<file path="config.mk">
export PLATFORM = sky130hd
export DESIGN_NAME = voice_allocator_oldest_steal_top
export DESIGN_NICKNAME = d
export VERILOG_FILES = /design/src/rtl/core/vaos_pkg.sv /design/src/rtl/core/vaos_oldest.sv /design/src/rtl/core/vaos_voice_bank.sv /design/src/rtl/core/voice_allocator_oldest_steal_top.sv
export SDC_FILE = /design/constraint.sdc
export NUM_CORES = 1
export LEC_CHECK = 0
export BUFFER_PORTS_ARGS = -buffer_cell sky130_fd_sc_hd__buf_2
export CORE_ASPECT_RATIO = 0.8
export CORE_UTILIZATION = 28
export DETAILED_ROUTE_END_ITERATION = 8
export GPL_TIMING_DRIVEN = 0
export PLACE_DENSITY = 0.44
export SYNTH_ARGS = -nofsm -noshare
export SYNTH_HDL_FRONTEND = slang
export SYNTH_SLANG_ARGS = --single-unit
</file>
<file path="constraint.sdc">
create_clock -name clk_i -period 31.6 [get_ports clk_i]
set_input_delay 9.48 -clock clk_i [delete_from_list [all_inputs] [get_ports clk_i]]
set_output_delay 9.48 -clock clk_i [all_outputs]
set_load 0.05 [all_outputs]
</file>
<file path="src/rtl/core/vaos_pkg.sv">
// ----------------------------------------------------------------------------
// vaos_pkg
// Shared types and codes for the polyphonic voice allocator with
// oldest-note stealing.
// ----------------------------------------------------------------------------
`default_nettype none

package vaos_pkg;

  // default sizing, handed to the top level parameters
  localparam int unsigned VOICE_COUNT_DEF = 8;
  localparam int unsigned AGE_BITS_DEF    = 32;

  // fixed field widths
  localparam int unsigned OP_W     = 3;
  localparam int unsigned NOTE_W   = 7;
  localparam int unsigned VEL_W    = 7;
  localparam int unsigned FIN_W    = 3;
  localparam int unsigned CHOSEN_W = 3;
  localparam int unsigned KIND_W   = 2;
  localparam int unsigned MASK_W   = 8;

  // request operations
  typedef enum logic [OP_W-1:0] {
    OP_NOTE_ON    = 3'd0,
    OP_NOTE_OFF   = 3'd1,
    OP_ALL_OFF    = 3'd2,
    OP_VOICE_DONE = 3'd3,
    OP_KILL_ALL   = 3'd4
  } op_e;

  // how the chosen voice was obtained
  typedef enum logic [KIND_W-1:0] {
    KIND_FREE     = 2'd0,
    KIND_RELEASED = 2'd1,
    KIND_STOLEN   = 2'd2
  } kind_e;

  // request payload
  typedef struct packed {
    logic [OP_W-1:0]   operation;
    logic [NOTE_W-1:0] note_number;
    logic [VEL_W-1:0]  note_velocity;
    logic [FIN_W-1:0]  finished_voice;
  } req_t;

  // result payload
  typedef struct packed {
    logic [CHOSEN_W-1:0] chosen_voice;
    logic [KIND_W-1:0]   steal_kind;
    logic [NOTE_W-1:0]   start_note;
    logic [VEL_W-1:0]    start_velocity;
    logic [MASK_W-1:0]   released_mask;
    logic                started;
  } rsp_t;

endpackage

`default_nettype wire

</file>
<file path="src/rtl/core/vaos_oldest.sv">
// ----------------------------------------------------------------------------
// vaos_oldest
// Combinational tournament tree that finds the smallest key; on equal keys
// the lower index wins.
// ----------------------------------------------------------------------------
`default_nettype none

module vaos_oldest #(
  parameter int unsigned N  = 8,
  parameter int unsigned KW = 33
) (
  input  wire logic [N-1:0][KW-1:0]                key_i,
  output      logic [((N > 1) ? $clog2(N) : 1)-1:0] idx_o,
  output      logic [KW-1:0]                       key_o
);

  localparam int unsigned IW = (N > 1) ? $clog2(N) : 1;
  localparam int unsigned LV = (N > 1) ? $clog2(N) : 0;
  localparam int unsigned P  = 1 << LV;
  localparam int unsigned NN = 2 * P - 1;

  logic [NN-1:0][KW-1:0] node_key;
  logic [NN-1:0][IW-1:0] node_idx;

  // leaves, padded with the largest key so real voices win ties
  for (genvar j = 0; j < P; j++) begin : g_leaf
    if (j < N) begin : g_real
      assign node_key[P-1+j] = key_i[j];
    end else begin : g_pad
      assign node_key[P-1+j] = '1;
    end
    assign node_idx[P-1+j] = IW'(j);
  end

  // internal nodes: the right child wins only when strictly smaller
  for (genvar n = 0; n < P - 1; n++) begin : g_node
    logic right_win;
    assign right_win   = node_key[2*n+2] < node_key[2*n+1];
    assign node_key[n] = right_win ? node_key[2*n+2] : node_key[2*n+1];
    assign node_idx[n] = right_win ? node_idx[2*n+2] : node_idx[2*n+1];
  end

  assign idx_o = node_idx[0];
  assign key_o = node_key[0];

endmodule

`default_nettype wire

</file>
<file path="src/rtl/core/vaos_voice_bank.sv">
// ----------------------------------------------------------------------------
// vaos_voice_bank
// Voice state (used, gate, note, age) and the age stamp counter; works out
// one registered request per cycle and updates the state at the same edge.
// ----------------------------------------------------------------------------
`default_nettype none

module vaos_voice_bank #(
  parameter int unsigned VOICE_COUNT = vaos_pkg::VOICE_COUNT_DEF,
  parameter int unsigned AGE_BITS    = vaos_pkg::AGE_BITS_DEF
) (
  input  wire logic           clk_i,
  input  wire logic           rst_ni,
  input  wire logic           vld_i,
  input  wire vaos_pkg::req_t req_i,
  output      vaos_pkg::rsp_t rsp_o
);

  import vaos_pkg::*;

  localparam int unsigned VW = (VOICE_COUNT > 1) ? $clog2(VOICE_COUNT) : 1;
  localparam int unsigned KW = AGE_BITS + 1;

  logic [VOICE_COUNT-1:0] used_q, used_d;
  logic [VOICE_COUNT-1:0] gate_q, gate_d;
  logic [NOTE_W-1:0]      note_q [VOICE_COUNT];
  logic [NOTE_W-1:0]      note_d [VOICE_COUNT];
  logic [AGE_BITS-1:0]    age_q  [VOICE_COUNT];
  logic [AGE_BITS-1:0]    age_d  [VOICE_COUNT];
  logic [AGE_BITS-1:0]    stamp_q, stamp_d, stamp_inc;

  logic [VOICE_COUNT-1:0][KW-1:0] age_key;
  logic [VW-1:0]                  old_idx;
  logic [KW-1:0]                  old_key;
  logic [VW-1:0]                  free_idx;
  logic                           any_free;
  logic [VW-1:0]                  chosen;
  kind_e                          kind;
  logic [VOICE_COUNT-1:0]         released;
  op_e                            op;

  // lowest unused voice
  always_comb begin
    free_idx = '0;
    any_free = 1'b0;
    for (int i = VOICE_COUNT - 1; i >= 0; i--) begin
      if (!used_q[i]) begin
        free_idx = VW'(i);
        any_free = 1'b1;
      end
    end
  end

  // released voices sort before gated ones, then by age
  always_comb begin
    for (int i = 0; i < VOICE_COUNT; i++) begin
      age_key[i] = {gate_q[i], age_q[i]};
    end
  end

  vaos_oldest #(
    .N  (VOICE_COUNT),
    .KW (KW)
  ) u_oldest (
    .key_i (age_key),
    .idx_o (old_idx),
    .key_o (old_key)
  );

  // voice choice and steal kind
  always_comb begin
    if (any_free) begin
      chosen = free_idx;
      kind   = KIND_FREE;
    end else begin
      chosen = old_idx;
      kind   = old_key[AGE_BITS] ? KIND_STOLEN : KIND_RELEASED;
    end
  end

  assign op        = op_e'(req_i.operation);
  assign stamp_inc = stamp_q + AGE_BITS'(1);

  // next state and result
  always_comb begin
    used_d   = used_q;
    gate_d   = gate_q;
    note_d   = note_q;
    age_d    = age_q;
    stamp_d  = stamp_q;
    released = '0;
    rsp_o    = '0;
    if (vld_i) begin
      unique case (op)
        OP_NOTE_ON: begin
          stamp_d              = stamp_inc;
          used_d[chosen]       = 1'b1;
          gate_d[chosen]       = 1'b1;
          note_d[chosen]       = req_i.note_number;
          age_d[chosen]        = stamp_inc;
          rsp_o.chosen_voice   = CHOSEN_W'(chosen);
          rsp_o.steal_kind     = kind;
          rsp_o.start_note     = req_i.note_number;
          rsp_o.start_velocity = req_i.note_velocity;
          rsp_o.started        = 1'b1;
        end
        OP_NOTE_OFF: begin
          for (int i = 0; i < VOICE_COUNT; i++) begin
            if (used_q[i] && gate_q[i] && (note_q[i] == req_i.note_number)) begin
              gate_d[i]   = 1'b0;
              released[i] = 1'b1;
            end
          end
        end
        OP_ALL_OFF, OP_KILL_ALL: begin
          released = gate_q;
          gate_d   = '0;
          if (op == OP_KILL_ALL) begin
            used_d = '0;
          end
        end
        OP_VOICE_DONE: begin
          for (int i = 0; i < VOICE_COUNT; i++) begin
            if (32'(req_i.finished_voice) == i) begin
              released[i] = gate_q[i];
              gate_d[i]   = 1'b0;
              used_d[i]   = 1'b0;
            end
          end
        end
        default: begin
        end
      endcase
      for (int b = 0; b < MASK_W; b++) begin
        if (b < VOICE_COUNT) begin
          rsp_o.released_mask[b] = released[b];
        end
      end
    end
  end

  // control state
  always_ff @(posedge clk_i or negedge rst_ni) begin
    if (!rst_ni) begin
      used_q  <= '0;
      gate_q  <= '0;
      stamp_q <= '0;
    end else begin
      used_q  <= used_d;
      gate_q  <= gate_d;
      stamp_q <= stamp_d;
    end
  end

  // note and age per voice, only read once the voice was started
  always_ff @(posedge clk_i) begin
    note_q <= note_d;
    age_q  <= age_d;
  end

endmodule

`default_nettype wire

</file>
<file path="src/rtl/core/voice_allocator_oldest_steal_top.sv">
// ----------------------------------------------------------------------------
// voice_allocator_oldest_steal_top
// Polyphonic voice allocator: note on, note off, all notes off, voice
// finished and kill all, with oldest-note stealing when all voices are used.
//
//   channel   | handshake                 | payload
//   ----------+---------------------------+------------------------
//   request   | start / busy              | req_i  (vaos_pkg::req_t)
//   result    | rsp_valid_o (one cycle)   | rsp_o  (vaos_pkg::rsp_t)
//
// One request is taken per cycle; busy stays low. A request taken at one edge
// is registered, worked out against the voice state in the next cycle, and
// its result strobes for one cycle after the following edge. The voice state
// updates at the same edge as the result register, so back-to-back requests
// see each other's effects. Reset clears all used and gate flags and the age
// counter; no clearing pass. Every request gives exactly one result; the
// receiver cannot stall.
// ----------------------------------------------------------------------------
`default_nettype none

module voice_allocator_oldest_steal_top #(
  parameter int unsigned VOICE_COUNT = vaos_pkg::VOICE_COUNT_DEF,
  parameter int unsigned AGE_BITS    = vaos_pkg::AGE_BITS_DEF
) (
  input  wire logic           clk_i,
  input  wire logic           rst_ni,
  input  wire logic           start,
  output      logic           busy,
  input  wire vaos_pkg::req_t req_i,
  output      logic           rsp_valid_o,
  output      vaos_pkg::rsp_t rsp_o
);

  import vaos_pkg::*;

  logic req_vld_q;
  req_t req_q;
  rsp_t rsp_d;
  rsp_t rsp_q;
  logic rsp_vld_q;

  // every cycle can take a request
  assign busy = 1'b0;

  // input register
  always_ff @(posedge clk_i or negedge rst_ni) begin
    if (!rst_ni) begin
      req_vld_q <= 1'b0;
    end else begin
      req_vld_q <= start && !busy;
    end
  end

  always_ff @(posedge clk_i) begin
    if (start && !busy) begin
      req_q <= req_i;
    end
  end

  vaos_voice_bank #(
    .VOICE_COUNT (VOICE_COUNT),
    .AGE_BITS    (AGE_BITS)
  ) u_bank (
    .clk_i  (clk_i),
    .rst_ni (rst_ni),
    .vld_i  (req_vld_q),
    .req_i  (req_q),
    .rsp_o  (rsp_d)
  );

  // result register
  always_ff @(posedge clk_i or negedge rst_ni) begin
    if (!rst_ni) begin
      rsp_vld_q <= 1'b0;
    end else begin
      rsp_vld_q <= req_vld_q;
    end
  end

  always_ff @(posedge clk_i) begin
    if (req_vld_q) begin
      rsp_q <= rsp_d;
    end
  end

  assign rsp_valid_o = rsp_vld_q;
  assign rsp_o       = rsp_q;

endmodule

`default_nettype wire

</file>
==> results by group <==
Place
  • Dpl ws: roughly 17000 ps
  • DP Area: 24200 sq um
  • Placer Congestion: around 0.85
  • Detailed placement HPWL: 48.3 mm
  • Port bufs: 51

CTS
  • Clk Latency, worst-skew pair: 600 ps
  • # hold bufs at CTS: 0
  • TritonCTS Buffers: 46
  • H-tree depth: 2
  • Clk buf depth: 3
  • Clock sink count: between 400 and 500
  • TritonCTS clock tree: yes
  • CTS resizes: 0
  • Root Driver: clkbuf_16
  • # Post-CTS Setup Buffers: 0
  • CTS clk-pin slew, worst paths: around 60 ps

Synthesis
  • Synth Warn #: 0
  • Leading area contributor after synthesis: edfxtp_1
  • Post-synthesis mux area share: under 10%
  • Compound-Gate Fraction of Synth Area: under 10%
  • Mean Syn Cell Area: 11.8 sq um
  • Yosys reg bits: roughly 400
  • Sequential element share of the synthesized area: a little over half
  • Async SR Flop Fraction: 12.2%
  • Post-synthesis simple-gate area fraction: under 10%
  • Synth Instances: approximately 1900
  • Mapped cell area: ~22000 sq um
  • XOR/XNOR Fraction of Synth Area: around 4.6%
  • Largest family of logic cells by synthesized area: adder cells
  • Post-synth cell types: 59
  • Synth Area in Adders: 12.7%
  • Post-synth top flop: edfxtp_1
  • EDFF count, synth: between 300 and 400
  • Syn_nets: ~2100
  • Top cells by area, synth: edfxtp_1 (49%), ha_1 (13%), mux2i_1 (5.9%), dfrtp_1 (5.6%), inv_1 (3.1%)
  • Yosys top cell area share: 48.6%

Timing
  • Slew HR: roughly a tenth
  • Final min period: around 15000 ps
  • Hold_ws: a little under 500 ps
  • Fin Setup TNS: 0 ps
  • Final period utilization: a little under half
  • Worst-margin pin slew: ~1300 ps
  • RSZ-0062 raised after global routing: false
  • Max Slew Vio Count: 0
  • Fmax achieved: around 67 MHz
  • Clk_skew: about 26 ps
  • Hold Violations, Final: 0
  • Setup ws final: between 15000 and 20000 ps
  • Final setup fails: 0

Routing
  • Detailed-route DRC error count: 0
  • 1st-iter DRT viols: 1190
  • Vias per Instance: approximately 4.8
  • Avg WL per Cell: between 20 and 25 um
  • WL final: 64.2 mm
  • Initial DRT Pass Iterations: 5
  • Remaining antenna violation count after routing: 0
  • Via count: ~15000

Min path
  • Worst min-delay path class: register to register
  • Hold Path Cell Cnt: 1

Worst setup path
  • CP Class: register to register
  • Crit end category: register
  • Req. time, crit path: 31890 ps
  • Largest fanout on the critical path: 15
  • FF-to-FF path depth: 33
  • Startpoint class of the critical path: register
  • Max stage delay on crit path: between 1000 and 1500 ps
  • Slowest cell on the critical path: nor3_1
  • Arr. time, crit path: around 15000 ps

Global routing
  • Largest net degree at the start of global routing: approximately 50
  • Total GRT Usage: 16.0%
  • Global-route wire length before repair: roughly 94 mm
  • Initial antenna violation count: 1
  • Vias in the first global route: between 10000 and 15000
  • Grt ovf: 0

Layout
  • Most frequent cells in the layout: edfxtp_1 (360), ha_1 (225), inv_1 (183), nand2_1 (175), mux2i_1 (131)
  • Area growth from synthesis to layout: 15.5%
  • Fin area: between 20000 and 30000 sq um
  • Multi-input gate area: 9360 sq um
  • # fillers: just under 8000
  • FF/Latch Area: 12100 sq um
  • # diodes: 0
  • Most common cell after layout, fill and taps aside: edfxtp_1
  • Layout cell share with drive strength beyond 1: ~7.6%
  • Final net count: approximately 2300

Power
  • Total power divided by cell area: 50.8 nW/um^2
  • Internal power: just under 0.001 W
  • Sw Share: 25.4%
  • Clock group share of total power: a little over two fifths
  • Combinational fraction of design power: about a tenth
  • Max IR drop VDD: roughly 0.000034 V
  • Sequential Power Share: between 40 and 50%
  • NetSw: 0.000332 W
  • Static leakage: approximately 11 nW

Flow run
  • Number of max-cap violations: 0

Die
  • Die height: about 250 um
  • Ports: 53
  • Initial Utilization: about 28%
  • Die width: roughly 320 um
  • Row count: 92
  • Core area: a little under 80000 sq um
  • Die area: 80500 sq um

Outcome
  • Status: finished, final reports clean
final timing paths:
kind,from,to,slack (ps)
worst max-delay path,u_bank.gate_q[4],u_bank.age_key[167],16690
worst min-delay path,u_bank.stamp_q[31],u_bank.stamp_q[31],480
worst max register to register,u_bank.gate_q[4],u_bank.age_key[167],16690
worst min register to register,u_bank.stamp_q[31],u_bank.stamp_q[31],480
max in group asynchronous,rst_ni,u_bank.stamp_q[26],22080
min in group asynchronous,rst_ni,u_bank.stamp_q[1],8950
sequential cells by signal, summed over array words and instances, names as in the netlist:
name / count
rsp_o: 28
u_bank.note_q: 56
rsp_valid_o: 1
req_vld_q: 1
req_q: 20
u_bank.used_q: 8
u_bank.age_key: 256
u_bank.stamp_q: 32
u_bank.gate_q: 8
cell families (layout without fill, tap and decap cells):
| group | after synthesis | after routing |
|---|---|---|
| DFF | 410 | 410 |
| and+or+nand+nor | 443 | 443 |
| AOI/OAI and AO/OA | 332 | 332 |
| buffers and inverters | 231 | 379 |
| muxes | 131 | 131 |
| xor gates and xnor gates | 117 | 117 |
| other | 1 | 1 |
| adders and majority gates | 225 | 225 |
metal layers:
layer,GRT usage (%),share of wire (%),vias to the layer above
met5,0,0,-
met4,4.20,2.1,0
met1,23.4,50,7298
li1,-,-,7152
met3,3.43,6.0,86
met2,23.6,42,331
cells in the mapped netlist, types with 30 or more instances:
cell,number
mux2i_1,131
nand3_1,36
o21ai_0,125
dfrtp_1,50
a21o_1,30
clkbuf_1,40
nand2_1,175
xnor2_1,50
a21oi_1,99
xor2_1,67
ha_1,225
edfxtp_1,360
inv_1,183
nand4_1,48
nor2_1,76
worst max-delay path, delay by kind of cell, from the launching register on:
family | cells | cell delay [ps]
compound gates | 13 | 5160
fa+ha+maj | 3 | 900
buf+inv | 6 | 2680
flops | 1 | 440
mux | 2 | 650
simple gates | 9 | 4700
through the flow:
stage / instances / total power [W] / util, %
2_1_floorplan: 1890 / 0.000713 / -
3_3_place_gp: 2975 / 0.000762 / 30.2
3_5_place_dp: 2988 / 0.000764 / 30.7
4_1_cts: 3072 / 0.00132 / 32.6
5_1_grt: 3072 / 0.00135 / 32.6
6_report: 3072 / 0.00130 / 32.6
area by class of cell:
type                            instances  share of cell area (%)
Sequential cell                       410                    47.0
Multi-Input combinational cell       1249                    36.5
Tap cell                             1034                    5.04
Clock buffer                           54                    4.60
Inverter                              184                    2.69
Timing Repair Buffer                   64                    2.20
Clock inverter                         30                    1.28
Buffer                                 47                   0.721
power by group through the flow:
| stage | sequential [W] | clock [W] | combinational [W] |
|---|---|---|---|
| finish | 0.000619 | 0.000551 | 0.000134 |
| global placement | 0.000631 | 0 | 0.000131 |
| global route | 0.000621 | 0.000585 | 0.000146 |
| floorplan | 0.000634 | 0 | 0.0000790 |
| CTS | 0.000619 | 0.000566 | 0.000135 |
| detailed placement | 0.000630 | 0 | 0.000134 |
Power figures use the tool's default switching activity.
